**src/rtl/core/phup_pkg.sv**
```systemverilog
// phup_pkg: shared sizes, codes and struct types of the probed hash unit pool
// used by phup_ctrl, phup_dpath and probed_hash_unit_pool_top; no dependencies
package phup_pkg;

	// table geometry
	localparam int TABLE_SIZE = 8;
	localparam int IDX_W      = $clog2(TABLE_SIZE);
	localparam int CNT_W      = $clog2(TABLE_SIZE + 1);
	localparam int REM_W      = IDX_W + 1;

	// field widths
	localparam int CMD_W = 3;
	localparam int KEY_W = 31;
	localparam int CAP_W = 8;
	localparam int ST_W  = 3;

	// home slot reduction: key mod TABLE_SIZE, MOD_BITS key bits per cycle
	localparam int MOD_BITS  = 8;
	localparam int MOD_STEPS = (KEY_W + MOD_BITS - 1) / MOD_BITS;
	localparam int MOD_W     = MOD_STEPS * MOD_BITS;
	localparam int MCNT_W    = $clog2(MOD_STEPS + 1);

	localparam logic [IDX_W-1:0]  IDX_LAST = IDX_W'(TABLE_SIZE - 1);
	localparam logic [CNT_W-1:0]  CNT_TS   = CNT_W'(TABLE_SIZE);
	localparam logic [REM_W-1:0]  REM_TS   = REM_W'(TABLE_SIZE);
	localparam logic [MCNT_W-1:0] MCNT_END = MCNT_W'(MOD_STEPS);

	// request commands
	localparam logic [CMD_W-1:0] CMD_INSERT   = 3'd0;
	localparam logic [CMD_W-1:0] CMD_LOOKUP   = 3'd1;
	localparam logic [CMD_W-1:0] CMD_CLEAR    = 3'd2;
	localparam logic [CMD_W-1:0] CMD_DISPATCH = 3'd3;
	localparam logic [CMD_W-1:0] CMD_RELEASE  = 3'd4;

	// response status
	localparam logic [ST_W-1:0] ST_OK        = 3'd0;
	localparam logic [ST_W-1:0] ST_NOT_FOUND = 3'd1;
	localparam logic [ST_W-1:0] ST_FULL      = 3'd2;
	localparam logic [ST_W-1:0] ST_DUP       = 3'd3;
	localparam logic [ST_W-1:0] ST_NONE      = 3'd4;

	// finish actions chosen by the controller
	localparam int FIN_W = 4;
	localparam logic [FIN_W-1:0] FIN_OK_ZERO   = 4'd0;
	localparam logic [FIN_W-1:0] FIN_FULL      = 4'd1;
	localparam logic [FIN_W-1:0] FIN_DUP       = 4'd2;
	localparam logic [FIN_W-1:0] FIN_NOT_FOUND = 4'd3;
	localparam logic [FIN_W-1:0] FIN_CLEAR     = 4'd4;
	localparam logic [FIN_W-1:0] FIN_INSERT    = 4'd5;
	localparam logic [FIN_W-1:0] FIN_LOOKUP    = 4'd6;
	localparam logic [FIN_W-1:0] FIN_RELEASE   = 4'd7;
	localparam logic [FIN_W-1:0] FIN_DISPATCH  = 4'd8;

	typedef struct packed {
		logic [CMD_W-1:0] cmd;
		logic [KEY_W-1:0] key;
		logic [CAP_W-1:0] capacity;
		logic [CAP_W-1:0] initial_available;
	} req_t;

	typedef struct packed {
		logic [ST_W-1:0]  status;
		logic [KEY_W-1:0] unit_key;
		logic [CAP_W-1:0] unit_capacity;
		logic [CAP_W-1:0] unit_available;
	} rsp_t;

	// controller to datapath
	typedef struct packed {
		logic             ld;
		logic             mod_start;
		logic             mod_step;
		logic             scan_home;
		logic             scan_zero;
		logic             rd_en;
		logic             fin_go;
		logic [FIN_W-1:0] fin;
	} dp_cmd_t;

	// datapath to controller
	typedef struct packed {
		logic [CMD_W-1:0] op;
		logic             key_zero;
		logic             tbl_full;
		logic             mod_done;
		logic             chk_valid;
		logic             chk_used;
		logic             chk_key_eq;
		logic             scan_end;
		logic             out_free;
	} dp_sts_t;

endpackage

```
**src/rtl/core/probed_hash_unit_pool_top.sv**
```systemverilog
// probed_hash_unit_pool_top: one request at a time. Clear, release of key zero, insert into a
// full table and unknown commands visit no slot; dispatch visits every slot, release up to every
// slot, and insert and lookup run the home slot reduction and then visit up to every slot, with
// the single slot read port visiting one slot per cycle.
// The next request is taken once the result sits in the output register.
// Reset clears the occupancy bits, entry count and control state; slot contents are not cleared.
module probed_hash_unit_pool_top (
	input  logic           clk,
	input  logic           arst_n,
	input  logic           req_valid,
	output logic           req_ready,
	input  phup_pkg::req_t req,
	output logic           rsp_valid,
	input  logic           rsp_ready,
	output phup_pkg::rsp_t rsp
);

	phup_pkg::dp_cmd_t cmd;
	phup_pkg::dp_sts_t sts;

	phup_ctrl u_ctrl (
		.clk       (clk),
		.arst_n    (arst_n),
		.req_valid (req_valid),
		.req_ready (req_ready),
		.sts       (sts),
		.cmd       (cmd)
	);

	phup_dpath u_dpath (
		.clk       (clk),
		.arst_n    (arst_n),
		.req       (req),
		.cmd       (cmd),
		.sts       (sts),
		.rsp_ready (rsp_ready),
		.rsp_valid (rsp_valid),
		.rsp       (rsp)
	);

	// a result is only loaded into a free output register
	a_fin_free: assert property (@(posedge clk) disable iff (!arst_n)
		cmd.fin_go |-> sts.out_free)
		else $error("result loaded over a pending result");

	// no slot read past a full sweep
	a_scan_bound: assert property (@(posedge clk) disable iff (!arst_n)
		cmd.rd_en |-> !sts.scan_end)
		else $error("slot read beyond table size");

	// insert never places into a full table
	a_insert_room: assert property (@(posedge clk) disable iff (!arst_n)
		(cmd.fin_go && (cmd.fin == phup_pkg::FIN_INSERT)) |-> !sts.tbl_full)
		else $error("insert into full table");

	// a new result appears only after a finish
	a_rsp_source: assert property (@(posedge clk) disable iff (!arst_n)
		$rose(rsp_valid) |-> $past(cmd.fin_go))
		else $error("result without finish");

endmodule

```
**src/rtl/core/phup_dpath.sv**
```systemverilog
// phup_dpath: slot storage, home slot reduction, probe pointer, dispatch
// candidates and response register; depends on phup_pkg
module phup_dpath (
	input  logic              clk,
	input  logic              arst_n,
	input  phup_pkg::req_t    req,
	input  phup_pkg::dp_cmd_t cmd,
	output phup_pkg::dp_sts_t sts,
	input  logic              rsp_ready,
	output logic              rsp_valid,
	output phup_pkg::rsp_t    rsp
);

	// slot memories, read one slot per cycle during a scan
	logic [phup_pkg::KEY_W-1:0] mem_key [phup_pkg::TABLE_SIZE];
	logic [phup_pkg::CAP_W-1:0] mem_cap [phup_pkg::TABLE_SIZE];
	logic [phup_pkg::CAP_W-1:0] mem_av  [phup_pkg::TABLE_SIZE];

	phup_pkg::req_t                  req_q;
	logic [phup_pkg::TABLE_SIZE-1:0] used_q;
	logic [phup_pkg::CNT_W-1:0]      count_q;

	logic [phup_pkg::MOD_W-1:0]  mod_sh_q;
	logic [phup_pkg::IDX_W-1:0]  rem_q;
	logic [phup_pkg::MCNT_W-1:0] mod_cnt_q;
	logic [phup_pkg::REM_W-1:0]  rem_nxt;

	logic [phup_pkg::IDX_W-1:0] ptr_q;
	logic [phup_pkg::CNT_W-1:0] scnt_q;

	logic                       chk_valid_s1;
	logic                       rd_used_s1;
	logic [phup_pkg::IDX_W-1:0] rd_idx_s1;
	logic [phup_pkg::KEY_W-1:0] rd_key_s1;
	logic [phup_pkg::CAP_W-1:0] rd_cap_s1;
	logic [phup_pkg::CAP_W-1:0] rd_av_s1;

	logic                       pref_seen_q;
	logic [phup_pkg::IDX_W-1:0] pref_idx_q;
	logic [phup_pkg::CAP_W-1:0] pref_av_q;
	logic                       any_seen_q;
	logic [phup_pkg::IDX_W-1:0] any_idx_q;
	logic [phup_pkg::KEY_W-1:0] any_key_q;
	logic [phup_pkg::CAP_W-1:0] any_av_q;

	phup_pkg::rsp_t rsp_q;
	phup_pkg::rsp_t rsp_nxt;
	logic           rsp_valid_q;

	logic                       key_eq;
	logic                       pref_ok;
	logic [phup_pkg::CAP_W-1:0] av_inc;
	logic                       want_all;
	logic                       want_av;
	logic                       wr_all;
	logic                       wr_av;
	logic [phup_pkg::IDX_W-1:0] wr_idx;
	logic [phup_pkg::CAP_W-1:0] wr_av_data;

	// request latch
	always_ff @(posedge clk) begin
		if (cmd.ld) begin
			req_q <= req;
		end
	end

	// home slot: remainder update over MOD_BITS key bits, msb first
	always_comb begin
		rem_nxt = {1'b0, rem_q};
		for (int j = 0; j < phup_pkg::MOD_BITS; j++) begin
			rem_nxt = {rem_nxt[phup_pkg::REM_W-2:0], mod_sh_q[phup_pkg::MOD_W-1-j]};
			if (rem_nxt >= phup_pkg::REM_TS) begin
				rem_nxt = rem_nxt - phup_pkg::REM_TS;
			end
		end
	end

	always_ff @(posedge clk or negedge arst_n) begin
		if (!arst_n) begin
			mod_cnt_q <= '0;
		end else if (cmd.mod_start) begin
			mod_cnt_q <= '0;
		end else if (cmd.mod_step) begin
			mod_cnt_q <= mod_cnt_q + 1'b1;
		end
	end

	always_ff @(posedge clk) begin
		if (cmd.mod_start) begin
			mod_sh_q <= phup_pkg::MOD_W'(req_q.key);
			rem_q    <= '0;
		end else if (cmd.mod_step) begin
			mod_sh_q <= mod_sh_q << phup_pkg::MOD_BITS;
			rem_q    <= rem_nxt[phup_pkg::IDX_W-1:0];
		end
	end

	// probe pointer and visit count
	always_ff @(posedge clk or negedge arst_n) begin
		if (!arst_n) begin
			ptr_q        <= '0;
			scnt_q       <= '0;
			chk_valid_s1 <= 1'b0;
		end else begin
			chk_valid_s1 <= cmd.rd_en;
			if (cmd.scan_home || cmd.scan_zero) begin
				ptr_q  <= cmd.scan_home ? rem_q : '0;
				scnt_q <= '0;
			end else if (cmd.rd_en) begin
				ptr_q  <= (ptr_q == phup_pkg::IDX_LAST) ? '0 : ptr_q + 1'b1;
				scnt_q <= scnt_q + 1'b1;
			end
		end
	end

	// slot read stage and writes at finish
	always_ff @(posedge clk) begin
		if (cmd.rd_en) begin
			rd_key_s1  <= mem_key[ptr_q];
			rd_cap_s1  <= mem_cap[ptr_q];
			rd_av_s1   <= mem_av[ptr_q];
			rd_used_s1 <= used_q[ptr_q];
			rd_idx_s1  <= ptr_q;
		end
		if (wr_all) begin
			mem_key[wr_idx] <= req_q.key;
			mem_cap[wr_idx] <= req_q.capacity;
		end
		if (wr_av) begin
			mem_av[wr_idx] <= wr_av_data;
		end
	end

	assign key_eq = (rd_key_s1 == req_q.key);

	// dispatch candidates: first used slot with the preferred key, first with units
	always_ff @(posedge clk or negedge arst_n) begin
		if (!arst_n) begin
			pref_seen_q <= 1'b0;
			any_seen_q  <= 1'b0;
		end else if (cmd.scan_home || cmd.scan_zero) begin
			pref_seen_q <= 1'b0;
			any_seen_q  <= 1'b0;
		end else if (chk_valid_s1) begin
			if (rd_used_s1 && key_eq && !pref_seen_q) begin
				pref_seen_q <= 1'b1;
			end
			if (rd_used_s1 && (rd_av_s1 != '0) && !any_seen_q) begin
				any_seen_q <= 1'b1;
			end
		end
	end

	always_ff @(posedge clk) begin
		if (chk_valid_s1) begin
			if (rd_used_s1 && key_eq && !pref_seen_q) begin
				pref_idx_q <= rd_idx_s1;
				pref_av_q  <= rd_av_s1;
			end
			if (rd_used_s1 && (rd_av_s1 != '0) && !any_seen_q) begin
				any_idx_q <= rd_idx_s1;
				any_key_q <= rd_key_s1;
				any_av_q  <= rd_av_s1;
			end
		end
	end

	assign pref_ok = pref_seen_q && (pref_av_q != '0);
	assign av_inc  = (rd_av_s1 < rd_cap_s1) ? rd_av_s1 + 1'b1 : rd_av_s1;

	// response and slot update for the finish action
	always_comb begin
		rsp_nxt        = '0;
		rsp_nxt.status = phup_pkg::ST_OK;
		want_all       = 1'b0;
		want_av        = 1'b0;
		wr_idx         = rd_idx_s1;
		wr_av_data     = av_inc;
		case (cmd.fin)
			phup_pkg::FIN_FULL: begin
				rsp_nxt.status = phup_pkg::ST_FULL;
			end
			phup_pkg::FIN_DUP: begin
				rsp_nxt.status = phup_pkg::ST_DUP;
			end
			phup_pkg::FIN_NOT_FOUND: begin
				rsp_nxt.status = phup_pkg::ST_NOT_FOUND;
			end
			phup_pkg::FIN_INSERT: begin
				want_all               = 1'b1;
				want_av                = 1'b1;
				wr_av_data             = req_q.initial_available;
				rsp_nxt.unit_available = req_q.initial_available;
			end
			phup_pkg::FIN_LOOKUP: begin
				rsp_nxt.unit_key       = req_q.key;
				rsp_nxt.unit_capacity  = rd_cap_s1;
				rsp_nxt.unit_available = rd_av_s1;
			end
			phup_pkg::FIN_RELEASE: begin
				want_av                = 1'b1;
				rsp_nxt.unit_key       = req_q.key;
				rsp_nxt.unit_available = av_inc;
			end
			phup_pkg::FIN_DISPATCH: begin
				if (pref_ok) begin
					want_av                = 1'b1;
					wr_idx                 = pref_idx_q;
					wr_av_data             = pref_av_q - 1'b1;
					rsp_nxt.unit_key       = req_q.key;
					rsp_nxt.unit_available = pref_av_q - 1'b1;
				end else if (any_seen_q) begin
					want_av                = 1'b1;
					wr_idx                 = any_idx_q;
					wr_av_data             = any_av_q - 1'b1;
					rsp_nxt.unit_key       = any_key_q;
					rsp_nxt.unit_available = any_av_q - 1'b1;
				end else begin
					rsp_nxt.status = phup_pkg::ST_NONE;
				end
			end
			default: begin
			end
		endcase
	end

	assign wr_all = cmd.fin_go && want_all;
	assign wr_av  = cmd.fin_go && want_av;

	// occupancy
	always_ff @(posedge clk or negedge arst_n) begin
		if (!arst_n) begin
			used_q  <= '0;
			count_q <= '0;
		end else if (cmd.fin_go && (cmd.fin == phup_pkg::FIN_CLEAR)) begin
			used_q  <= '0;
			count_q <= '0;
		end else if (wr_all) begin
			used_q[rd_idx_s1] <= 1'b1;
			count_q           <= count_q + 1'b1;
		end
	end

	// response register
	always_ff @(posedge clk or negedge arst_n) begin
		if (!arst_n) begin
			rsp_valid_q <= 1'b0;
		end else if (cmd.fin_go) begin
			rsp_valid_q <= 1'b1;
		end else if (rsp_ready) begin
			rsp_valid_q <= 1'b0;
		end
	end

	always_ff @(posedge clk) begin
		if (cmd.fin_go) begin
			rsp_q <= rsp_nxt;
		end
	end

	assign rsp_valid = rsp_valid_q;
	assign rsp       = rsp_q;

	// status to the controller
	assign sts.op         = req_q.cmd;
	assign sts.key_zero   = (req_q.key == '0);
	assign sts.tbl_full   = (count_q >= phup_pkg::CNT_TS);
	assign sts.mod_done   = (mod_cnt_q == phup_pkg::MCNT_END);
	assign sts.chk_valid  = chk_valid_s1;
	assign sts.chk_used   = rd_used_s1;
	assign sts.chk_key_eq = key_eq;
	assign sts.scan_end   = (scnt_q == phup_pkg::CNT_TS);
	assign sts.out_free   = !rsp_valid_q || rsp_ready;

endmodule

```
**src/rtl/core/phup_ctrl.sv**
```systemverilog
// phup_ctrl: request sequencer of the probed hash unit pool
// drives phup_dpath through dp_cmd_t and reads dp_sts_t; depends on phup_pkg
module phup_ctrl (
	input  logic              clk,
	input  logic              arst_n,
	input  logic              req_valid,
	output logic              req_ready,
	input  phup_pkg::dp_sts_t sts,
	output phup_pkg::dp_cmd_t cmd
);

	localparam logic [2:0] S_IDLE   = 3'd0;
	localparam logic [2:0] S_DECODE = 3'd1;
	localparam logic [2:0] S_HOME   = 3'd2;
	localparam logic [2:0] S_SCAN   = 3'd3;
	localparam logic [2:0] S_FINISH = 3'd4;

	logic [2:0]                 state_q;
	logic [2:0]                 state_nxt;
	logic [phup_pkg::FIN_W-1:0] fin_q;
	logic [phup_pkg::FIN_W-1:0] fin_nxt;

	always_ff @(posedge clk or negedge arst_n) begin
		if (!arst_n) begin
			state_q <= S_IDLE;
			fin_q   <= phup_pkg::FIN_OK_ZERO;
		end else begin
			state_q <= state_nxt;
			fin_q   <= fin_nxt;
		end
	end

	// next state and datapath commands
	always_comb begin
		logic term;
		term      = 1'b0;
		state_nxt = state_q;
		fin_nxt   = fin_q;
		req_ready = 1'b0;
		cmd       = '0;
		cmd.fin   = fin_q;
		case (state_q)
			S_IDLE: begin
				req_ready = 1'b1;
				if (req_valid) begin
					cmd.ld    = 1'b1;
					state_nxt = S_DECODE;
				end
			end
			S_DECODE: begin
				case (sts.op)
					phup_pkg::CMD_INSERT: begin
						if (sts.tbl_full) begin
							fin_nxt   = phup_pkg::FIN_FULL;
							state_nxt = S_FINISH;
						end else begin
							cmd.mod_start = 1'b1;
							state_nxt     = S_HOME;
						end
					end
					phup_pkg::CMD_LOOKUP: begin
						cmd.mod_start = 1'b1;
						state_nxt     = S_HOME;
					end
					phup_pkg::CMD_CLEAR: begin
						fin_nxt   = phup_pkg::FIN_CLEAR;
						state_nxt = S_FINISH;
					end
					phup_pkg::CMD_DISPATCH: begin
						cmd.scan_zero = 1'b1;
						state_nxt     = S_SCAN;
					end
					phup_pkg::CMD_RELEASE: begin
						if (sts.key_zero) begin
							fin_nxt   = phup_pkg::FIN_OK_ZERO;
							state_nxt = S_FINISH;
						end else begin
							cmd.scan_zero = 1'b1;
							state_nxt     = S_SCAN;
						end
					end
					default: begin
						fin_nxt   = phup_pkg::FIN_OK_ZERO;
						state_nxt = S_FINISH;
					end
				endcase
			end
			S_HOME: begin
				if (sts.mod_done) begin
					cmd.scan_home = 1'b1;
					state_nxt     = S_SCAN;
				end else begin
					cmd.mod_step = 1'b1;
				end
			end
			S_SCAN: begin
				// stop on the slot that decides the request
				if (sts.chk_valid) begin
					case (sts.op)
						phup_pkg::CMD_INSERT: begin
							if (!sts.chk_used) begin
								term    = 1'b1;
								fin_nxt = phup_pkg::FIN_INSERT;
							end else if (sts.chk_key_eq) begin
								term    = 1'b1;
								fin_nxt = phup_pkg::FIN_DUP;
							end
						end
						phup_pkg::CMD_LOOKUP: begin
							if (!sts.chk_used) begin
								term    = 1'b1;
								fin_nxt = phup_pkg::FIN_NOT_FOUND;
							end else if (sts.chk_key_eq) begin
								term    = 1'b1;
								fin_nxt = phup_pkg::FIN_LOOKUP;
							end
						end
						phup_pkg::CMD_RELEASE: begin
							if (sts.chk_used && sts.chk_key_eq) begin
								term    = 1'b1;
								fin_nxt = phup_pkg::FIN_RELEASE;
							end
						end
						default: begin
						end
					endcase
				end else if (sts.scan_end) begin
					// every slot visited
					term = 1'b1;
					case (sts.op)
						phup_pkg::CMD_INSERT:   fin_nxt = phup_pkg::FIN_FULL;
						phup_pkg::CMD_LOOKUP:   fin_nxt = phup_pkg::FIN_NOT_FOUND;
						phup_pkg::CMD_RELEASE:  fin_nxt = phup_pkg::FIN_NOT_FOUND;
						phup_pkg::CMD_DISPATCH: fin_nxt = phup_pkg::FIN_DISPATCH;
						default:                fin_nxt = phup_pkg::FIN_OK_ZERO;
					endcase
				end
				if (term) begin
					state_nxt = S_FINISH;
				end else if (!sts.scan_end) begin
					cmd.rd_en = 1'b1;
				end
			end
			S_FINISH: begin
				if (sts.out_free) begin
					cmd.fin_go = 1'b1;
					state_nxt  = S_IDLE;
				end
			end
			default: begin
				state_nxt = S_IDLE;
			end
		endcase
	end

endmodule
```
**config.mk**
```make
export PLATFORM = sky130hd
export DESIGN_NAME = probed_hash_unit_pool_top
export DESIGN_NICKNAME = d
export VERILOG_FILES = /design/src/rtl/core/phup_pkg.sv /design/src/rtl/core/probed_hash_unit_pool_top.sv /design/src/rtl/core/phup_dpath.sv /design/src/rtl/core/phup_ctrl.sv
export SDC_FILE = /design/constraint.sdc
export NUM_CORES = 1
export LEC_CHECK = 0
export BUFFER_PORTS_ARGS = -buffer_cell sky130_fd_sc_hd__buf_2
export CAP_MARGIN = 40
export CELL_PAD_IN_SITES_DETAIL_PLACEMENT = 1
export CELL_PAD_IN_SITES_GLOBAL_PLACEMENT = 1
export CORE_MARGIN = 5
export CORE_UTILIZATION = 50
export DETAILED_ROUTE_END_ITERATION = 8
export PLACE_DENSITY = 0.72
export SLEW_MARGIN = 0
export SYNTH_ARGS = -nofsm -noshare
export SYNTH_HDL_FRONTEND = slang
export SYNTH_SLANG_ARGS = --single-unit
```
**constraint.sdc**
```tcl
create_clock -name clk -period 8.7 [get_ports clk]
set_clock_uncertainty 0.2 [all_clocks]
set_input_delay 0.87 -clock clk [delete_from_list [all_inputs] [get_ports clk]]
set_output_delay 0.87 -clock clk [all_outputs]
set_load 0.02 [all_outputs]
```
==> results_dict.tcl, run 1 <==
set metrics [dict create \
    max_freq_mhz 232 \
    clock_latency_ns 0.60 \
    grt_pass1_wl_um 88400 \
    syn_inst 1323 \
    vias 13000 \
    drive_above_1_share 0.274 \
    dp_hpwl_um 36300 \
    grt_antenna_before_repair 0 \
    crit_chain "inv_1 > ha_1 > or3b_1 > o41a_1 > nor3_4 > buf_4 > a21o_1 > nand2_1 > nor2_4 > buf_4" \
    io_pins 106 \
    grt_pass1_vias 13800 \
    detail-route-antenna-nets 0 \
    clk_root_buffer_cell "clkbuf_16" \
    crit_top_cell "buf_4" \
    nNetsFinal 1551 \
    htreeDepth 3 \
    grt_use_total 0.220 \
    cts_buffers 66 \
    yosys.area.top_type "edfxtp_1" \
    pwr_density_cell_nw_per_um2 309 \
    cp_max_fo 39 \
    area_delta_synth_final_pct 14.5 \
    cts_resized 0 \
    outcome "finished clean" \
    async_flop_share 0.0525 \
    hold_path.class "in2async" \
    critPathKind "reg2reg" \
    tns_ns 0 \
    synth_top_area_share 0.714 \
    drv_cap 0 \
    wl_per_cell_um 26.9 \
    synth-seq-cells 628 \
    setup.worst_path.start_class "flop" \
    fp.dieW_um 233 \
    die_area_um2 54300 \
    end_kind "flop" \
    syn-mean-instance-area_um2 18.8 \
    ys_types 69 \
    cp_slowest_cell "o41a_1" \
    wl_um 59000 \
    hold_violations 0 \
    ys_seq_area_frac 0.750 \
    tightestPinTransition_ns 0.881 \
    slew_viol_final 0 \
    synth_common_cells "edfxtp_1, mux4_2, mux2_2, nor2_1, xor2_1" \
    viasPerCell 5.92 \
    cts_tree "done" \
    initial_core_util 0.507 \
    die_y_um 233 \
    clk_pin_slew_ns 0.06 \
    synth-main-ff-cell "edfxtp_1" \
    cts_hold_buf 0 \
    final_cell_count_no_fill 2191 \
    core_area_um2 49100 \
    setup_viol 0 \
    post-route-util 0.581 \
    rsz0062_at_grt "false" \
    antennaDiodeCount 0 \
    syn_nets 1396 \
    dp.cells 2074 \
    drc 0 \
    gp_congestion 0.812 \
    grt_remaining_overflow 0 \
    clock_path_buffers 3 \
    num_rows 81 \
    syn_area_um2 24900 \
    slowest_delay_ns 0.66 \
    finalCriticalPeriod_ns 4.32 \
    ir_worst_vdd_mv 0.196 \
    yosysWarnings 0 \
    grt_start_max_net_pins 52 \
    drt_iter0_markers 1211 \
    synth_edf_count 592 \
    io_buffers 105 \
    cts_setup_buffers 0 \
    period_share 0.496 \
    slew_headroom 0.412 \
    cts_sinks 628 \
    dr.pass1.iters 5 \
    hold-worst-slack_ns 0.154 \
    worstPathRequired_ns 8.72 \
    crit_arrival_ns 4.34 \
    yosysMostFrequentCell "edfxtp_1" \
    synth.area.top_cells "edfxtp_1, mux4_2, dfrtp_1" \
    p_leak_uw 0.00951 \
]
## cells by family after synthesis
group                    count (synthesis)  share of synthesized area
XOR/XNOR                                62                     0.0218
buffers and inverters                   81                     0.0126
AND/OR/NAND/NOR                        213                     0.0449
flip-flops                             628                      0.750
multiplexers                           167                      0.118
AO/OA/AOI/OAI                          153                     0.0430
adder cells (fa/ha/maj)                 19                    0.00955
## where the power goes
group,internal [µW],total (µW),switching (µW)
combinational,844,1860,1010
clock,1560,2700,1140
sequential,3840,4250,408
## layer usage
metal	vias up	track usage	wire length, µm
met5	-	0	0
met4	0	0.0626	1160
met3	74	0.0413	3370
met2	403	0.361	29300
met1	6872	0.305	25200
li1	5628	-	-
## worst max-delay path: cells and delay by family, from the launching register on
kind	cells	cell delay, ns
adders and majority gates	1	0.18
AOI/OAI and AO/OA	2	0.88
buffers and inverters	3	1.08
and+or+nand+nor	4	1.14
DFF	1	0.45
## path summary, 6_finish.rpt
| kind | end | slack, ns | depth (start not counted) | from |
|---|---|---|---|---|
| min in group clk | u_dpath.req_q[30]$_DFFE_PP_ | 0.25 | 1 | req[30] |
| worst max register to register | u_dpath.mem_key[5][20]$_DFFE_PP_ | 4.38 | 10 | u_dpath.pref_av_q[0]$_DFFE_PP_ |
| worst min-delay path | u_dpath.any_seen_q$_DFFE_PN0P_ | 0.15 | 1 | arst_n |
| max in group asynchronous | u_dpath.ptr_q[0]$_DFFE_PN0P_ | 7.55 | 1 | arst_n |
| worst max-delay path | u_dpath.mem_key[5][20]$_DFFE_PP_ | 4.38 | 10 | u_dpath.pref_av_q[0]$_DFFE_PP_ |
| worst min register to register | u_dpath.any_key_q[27]$_DFFE_PP_ | 0.28 | 0 | u_dpath.rd_key_s1[27]$_DFFE_PP_ |
## cell usage in the layout (no fill, tap or decap), types with 5 or more instances in the layout
cell type,instances
edfxtp_1,592
buf_2,113
mux4_2,96
clkbuf_16,68
mux2_2,60
nor2_1,51
xor2_1,49
o21ai_0,41
nand2_1,34
a22o_1,31
dfrtp_1,30
buf_4,27
a21oi_1,25
inv_1,24
nor3_1,19
ha_1,19
clkbuf_1,17
nor4_1,16
xnor2_1,13
nand3_1,13
mux2i_1,11
clkinv_1,10
nand4_1,9
nand2b_1,9
nor2_4,9
clkinv_2,9
nor2b_1,8
a22oi_1,7
and2_1,7
nor3b_1,6
a31oi_1,6
or2_2,5
## layout make-up
type                       count  area (µm²)
sequential                   628       18700
multi-input combinational    614        6000
tap                          664         831
fill                        4360       20500
timing repair buffer         143         851
clock inverter                32         300
inverter                      25        93.8
clock buffer                  85        1770
## per-stage QoR
stage	setup slack, ns	cell area [µm²]	total power [µW]
final	4.38	28500	8800
after global routing	4.20	28500	9190
after CTS	4.37	28500	8890
after detailed placement	4.34	26400	6180
after global placement	4.48	26300	6050
after floorplan	3.54	24900	5410
## sequential cells by signal (all words and copies together), names as in the netlist, 8 cells and up
name	cells
u_dpath.rd_cap_s1	8
u_dpath.req_q	47
u_dpath.any_key_q	31
u_dpath.mod_sh_q	12
u_dpath.rsp	50
u_dpath.rd_av_s1	8
u_dpath.used_q	8
u_dpath.mem_key	248
u_dpath.mem_cap	64
u_dpath.pref_av_q	8
u_dpath.rd_key_s1	31
u_dpath.any_av_q	8
u_dpath.mem_av	64
Power figures use the tool's default switching activity.
==> run 2: changes to the inputs <==
Clock period 8.7 ns to 4.2 ns, I/O delays scaled along.
==> results_dict.tcl, run 2 (synthesis gave the netlist of run 1 again) <==
set metrics [dict create \
    die_y_um 233 \
    drt_iter0_markers 1177 \
    largest-register "u_dpath.mem_key" \
    wl_per_cell_um 27.2 \
    tightestPinTransition_ns 0.820 \
    detail-route-antenna-nets 0 \
    dr.pass1.iters 5 \
    initial_core_util 0.507 \
    cts_tree "done" \
    crit_arrival_ns 3.89 \
    dp.cells 2081 \
    clock_latency_ns 0.62 \
    slowest_delay_ns 0.66 \
    n_fill_cell 4311 \
    pwr_density_cell_nw_per_um2 628 \
    setup.worst_path.start_class "flop" \
    grt_pass1_wl_um 92900 \
    mostFrequentLayoutCells "edfxtp_1, buf_2, mux4_2, clkbuf_16, mux2_2" \
    final_cell_count_no_fill 2254 \
    clk_root_buffer_cell "clkbuf_16" \
    core_area_um2 49100 \
    grt_pass1_vias 14300 \
    io_buffers 105 \
    clock_path_buffers 3 \
    num_rows 81 \
    critPathKind "reg2reg" \
    die_area_um2 54300 \
    reg_top3 "u_dpath.mem_key x248, u_dpath.mem_av x64, u_dpath.mem_cap x64" \
    grt_use_total 0.230 \
    post-route-util 0.596 \
    worstPathRequired_ns 4.21 \
    rr_worst_depth 8 \
    rsz0062_at_grt "false" \
    nNetsFinal 1615 \
    hold_depth 5 \
    largest_reg_flops 248 \
    drive_above_1_share 0.267 \
    area_delta_synth_final_pct 17.5 \
    htreeDepth 3 \
    cp_slowest_cell "o41a_1" \
    cp_max_fo 14 \
    dp_hpwl_um 37100 \
    cts_setup_buffers 0 \
    min_from "req_valid" \
    antennaDiodeCount 0 \
    hold_path.class "in2reg" \
    cts_sinks 628 \
    clk_pin_slew_ns 0.06 \
    max_freq_mhz 258 \
    cts_buffers 67 \
    grt_start_max_net_pins 56 \
    ir_worst_vdd_mv 0.506 \
    p_leak_uw 0.00983 \
    end_kind "flop" \
    viasPerCell 5.92 \
    gp_congestion 0.785 \
    r2r_setup_slack_ns 0.33 \
    outcome "finished clean" \
    io_pins 106 \
    crit_chain "inv_1 > ha_1 > or3b_1 > o41a_1 > mux2i_1 > a21oi_1 > or3_4 > nor2_1" \
    final_common_cell "edfxtp_1" \
    finalCriticalPeriod_ns 3.87 \
    cp_num_buf_inv 1 \
    drc 0 \
    hold_violations 0 \
    slew_headroom 0.449 \
    min_to "u_ctrl.state_q[0]$_DFFE_PN0P_" \
    grt_remaining_overflow 0 \
    fin_ws_ns 0.326 \
    setup_viol 0 \
    crit_family "simple AND/OR/NAND/NOR gates" \
    period_share 0.922 \
    worstReg2RegEnd "u_dpath.mem_av[6][2]$_DFFE_PP_" \
    place_ws_ns 0.302 \
    vias 13400 \
    drv_cap 0 \
    wl_um 61300 \
    grt_antenna_before_repair 0 \
    fp.dieW_um 233 \
    r2r-start "u_dpath.pref_av_q[0]$_DFFE_PP_" \
    slew_viol_final 0 \
]
[run 2: cell types whose count changed in the layout (fill, tap and decap cells not counted), moves of 3 or more]
cell           previous run  this run
clkinv_1                 10        14
dlygate4sd3_1             0        52
clkinvlp_4                3         0
clkbuf_16                68        71
buf_12                    0        12
[run 2: layout make-up]
cell class	instances	area, µm²	area share
flip-flops and latches	628	18700	0.638
repair buffers	206	1560	0.0535
clock buffers	90	1870	0.0639
well taps	664	831	0.0284
clock inverters	27	213	0.00727
multi-input cells	614	6010	0.205
inverters	25	93.8	0.00321
[run 2: repair_timing]
action / CTS / global route
hold endpoints to repair: 85 / 0
hold buffers: 52 / 0
gates resized for setup: 0 / 0
[run 2: worst register-to-register path, cell delays in order, from the launching register on]
cell and delay (ns):
edfxtp_1 0.45, inv_1 0.11, ha_1 0.18, or3b_1 0.45, o41a_1 0.66, mux2i_1 0.28
a21oi_1 0.08, or3_4 0.47, nor2_1 0.60
[run 2: routing by layer]
layer | global-route usage | share of wire | vias to the layer above
li1 | - | - | 5763
met2 | 0.381 | 0.50 | 460
met3 | 0.0467 | 0.057 | 82
met5 | 0 | 0 | -
met4 | 0.0578 | 0.019 | 0
met1 | 0.318 | 0.42 | 7046
[run 2: stage by stage]
step	total power (µW)	hold slack [ns]	TNS (ns)	cell area, µm²
after detailed placement	12800	0.256	0	26600
after global placement	12500	0.256	0	26600
after floorplan	11200	-0.0756	-60.70	24900
final	18400	0.143	0	29300
after global routing	19200	0.175	0	29300
after CTS	18500	0.109	0	29200
[run 2: report_power, final]
group          total [µW]  switching (µW)  internal, µW
logic                4030            2230          1800
clock network        5610            2350          3260
registers            8720             767          7950
[run 2: worst max path at each step]
stage,from,end,cells after the start
floorplan,u_ctrl.state_q[1]$_DFFE_PN0P_,u_dpath.mem_cap[3][0]$_DFFE_PP_,7
finish,u_dpath.pref_av_q[0]$_DFFE_PP_,u_dpath.mem_av[6][2]$_DFFE_PP_,8
CTS,u_dpath.pref_av_q[0]$_DFFE_PP_,u_dpath.mem_av[6][5]$_DFFE_PP_,8
detailed placement,u_dpath.pref_av_q[0]$_DFFE_PP_,u_dpath.mem_av[6][4]$_DFFE_PP_,8
global route,u_dpath.pref_av_q[0]$_DFFE_PP_,u_dpath.mem_av[6][3]$_DFFE_PP_,8
global placement,u_dpath.pref_av_q[0]$_DFFE_PP_,u_dpath.mem_av[6][4]$_DFFE_PP_,8
==> run 3: changes to the inputs <==
Settings changed: GPL_TIMING_DRIVEN set to 0.
==> results_dict.tcl, run 3 (synthesis gave the netlist of run 1 again) <==
set metrics [dict create \
    core_area_um2 49100 \
    seq_power_share 0.457 \
    cts_tree "done" \
    rsz0062_at_grt "false" \
    reg_top3 "u_dpath.mem_key x248, u_dpath.mem_av x64, u_dpath.mem_cap x64" \
    swShare 0.295 \
    drive_above_1_share 0.265 \
    cts_sinks 628 \
    setup.worst_path.start_class "flop" \
    r2r-start "u_dpath.pref_av_q[0]$_DFFE_PP_" \
    antennaDiodeCount 0 \
    wl_um 65400 \
    dp.cells 2138 \
    cts_buffers 67 \
    dr.pass1.iters 5 \
    finalCriticalPeriod_ns 4.05 \
    area_delta_synth_final_pct 19.8 \
    largest-register "u_dpath.mem_key" \
    grt_pass1_vias 14700 \
    nNetsFinal 1682 \
    startpoint "u_dpath.pref_av_q[0]$_DFFE_PP_" \
    end_kind "flop" \
    fp.dieW_um 233 \
    post-route-util 0.608 \
    vias 13800 \
    rr_worst_depth 9 \
    die_y_um 233 \
    wl_per_cell_um 28.2 \
    multi_input_area_um2 6000 \
    num_rows 81 \
    crit_arrival_ns 4.06 \
    p_int_uw 13200 \
    r2r_setup_slack_ns 0.15 \
    n_fill_cell 4312 \
    outcome "finished clean" \
    p_comb_frac 0.237 \
    drv_cap 0 \
    clock_latency_ns 0.60 \
    hold_path.class "in2reg" \
    clk_root_buffer_cell "clkbuf_16" \
    slew_viol_final 0 \
    io_buffers 105 \
    p_clk_frac 0.306 \
    seqCellArea_um2 18700 \
    die_area_um2 54300 \
    pwr_density_cell_nw_per_um2 627 \
    gp_congestion 0.825 \
    period_share 0.964 \
    initial_core_util 0.507 \
    grt_remaining_overflow 0 \
    grt_pass1_wl_um 96600 \
    tightestPinTransition_ns 0.894 \
    drt_iter0_markers 1495 \
    final_cell_count_no_fill 2323 \
    largest_reg_flops 248 \
    critPathKind "reg2reg" \
    ir_worst_vdd_mv 0.428 \
    drc 0 \
    switchingPower_uw 5510 \
    grt_start_max_net_pins 51 \
    detail-route-antenna-nets 0 \
    dp_hpwl_um 42300 \
    io_pins 106 \
    clk_pin_slew_ns 0.06 \
    worstReg2RegEnd "u_dpath.mem_av[1][2]$_DFFE_PP_" \
    worstPathRequired_ns 4.21 \
    max_freq_mhz 247 \
    clock_path_buffers 3 \
    hold_violations 0 \
    viasPerCell 5.95 \
    final_common_cell "edfxtp_1" \
    grt_use_total 0.243 \
    mostFrequentLayoutCells "edfxtp_1, buf_2, mux4_2, clkbuf_16, mux2_2" \
    grt_antenna_before_repair 0 \
    p_leak_uw 0.0101 \
    htreeDepth 3 \
    slew_headroom 0.404 \
    tns_ns 0 \
    cp_max_fo 8 \
    endpoint "u_dpath.mem_av[1][2]$_DFFE_PP_" \
    setup_viol 0 \
]
run 3: cell count changes in the layout (fill, tap and decap cells not counted), sizes merged:
| cell | delta |
|---|---|
| clkbuf | +37 |
| bufinv | +2 |
| buf | +27 |
| inv | -1 |
| clkinv | +4 |
run 3: layer usage:
layer  vias up  share of wire  track usage
met5         -              0            0
met3        98          0.075       0.0525
met4         0          0.020       0.0644
met1      7277           0.42        0.340
met2       544           0.49        0.393
li1       5899              -            -
run 3: area by class of cell:
class	instances	share of cell area
Buffer	56	0.00738
Clock buffer	87	0.0623
Clock inverter	32	0.00814
Inverter	25	0.00315
Multi-Input combinational cell	614	0.201
Sequential cell	628	0.626
Tap cell	664	0.0279
Timing Repair Buffer	217	0.0642
run 3: how the worst min path moves through the flow:
| stage | from | to | slack, ns | depth (start not counted) |
|---|---|---|---|---|
| after floorplan | arst_n | u_ctrl.fin_q[0]$_DFFE_PN0P_ | -0.08 | 0 |
| after global placement | u_dpath.rd_key_s1[9]$_DFFE_PP_ | u_dpath.any_key_q[9]$_DFFE_PP_ | 0.25 | 0 |
| after detailed placement | u_dpath.rd_key_s1[7]$_DFFE_PP_ | u_dpath.any_key_q[7]$_DFFE_PP_ | 0.26 | 0 |
| after CTS | req_valid | u_ctrl.state_q[0]$_DFFE_PN0P_ | 0.12 | 5 |
| after global routing | req_valid | u_ctrl.state_q[0]$_DFFE_PN0P_ | 0.18 | 5 |
| final | req_valid | u_ctrl.state_q[0]$_DFFE_PN0P_ | 0.15 | 5 |
run 3: through the flow:
stage	total power, µW	worst slack [ns]	instance area, µm²	hold WS [ns]
after floorplan	11200	-0.333	24900	-0.0756
after global placement	12600	-2.88	26300	0.254
after detailed placement	13000	-0.0993	27100	0.260
after CTS	18800	0.0315	29700	0.120
after global routing	19500	0.0213	29800	0.176
final	18700	0.153	29800	0.150
run 3: timing repair:
item / 4_1_cts / 5_1_grt
endpoints found under the hold margin: 84 / 0
gates resized for setup: 2 / 1
hold buffers: 52 / 0
buffers inserted: 3 / 7
pin swaps: 3 / 5
setup endpoints to repair: 62 / 94
run 3: power by group through the flow:
stage / Clock (µW) / Combinational (µW) / Sequential, µW
finish: 5720 / 4430 / 8550
CTS: 5810 / 4440 / 8540
global route: 6130 / 4760 / 8600
detailed placement: 0 / 4360 / 8660
global placement: 0 / 3940 / 8640
floorplan: 0 / 2730 / 8490
run 3: critical path, stage by stage (launching register included):
cell and delay [ns]:
edfxtp_1 0.46, inv_1 0.10, ha_1 0.19, or3b_1 0.35, buf_2 0.16, o41ai_2 0.63
mux2i_1 0.30, a21o_1 0.24, a211o_1 0.35, nor2_1 0.69
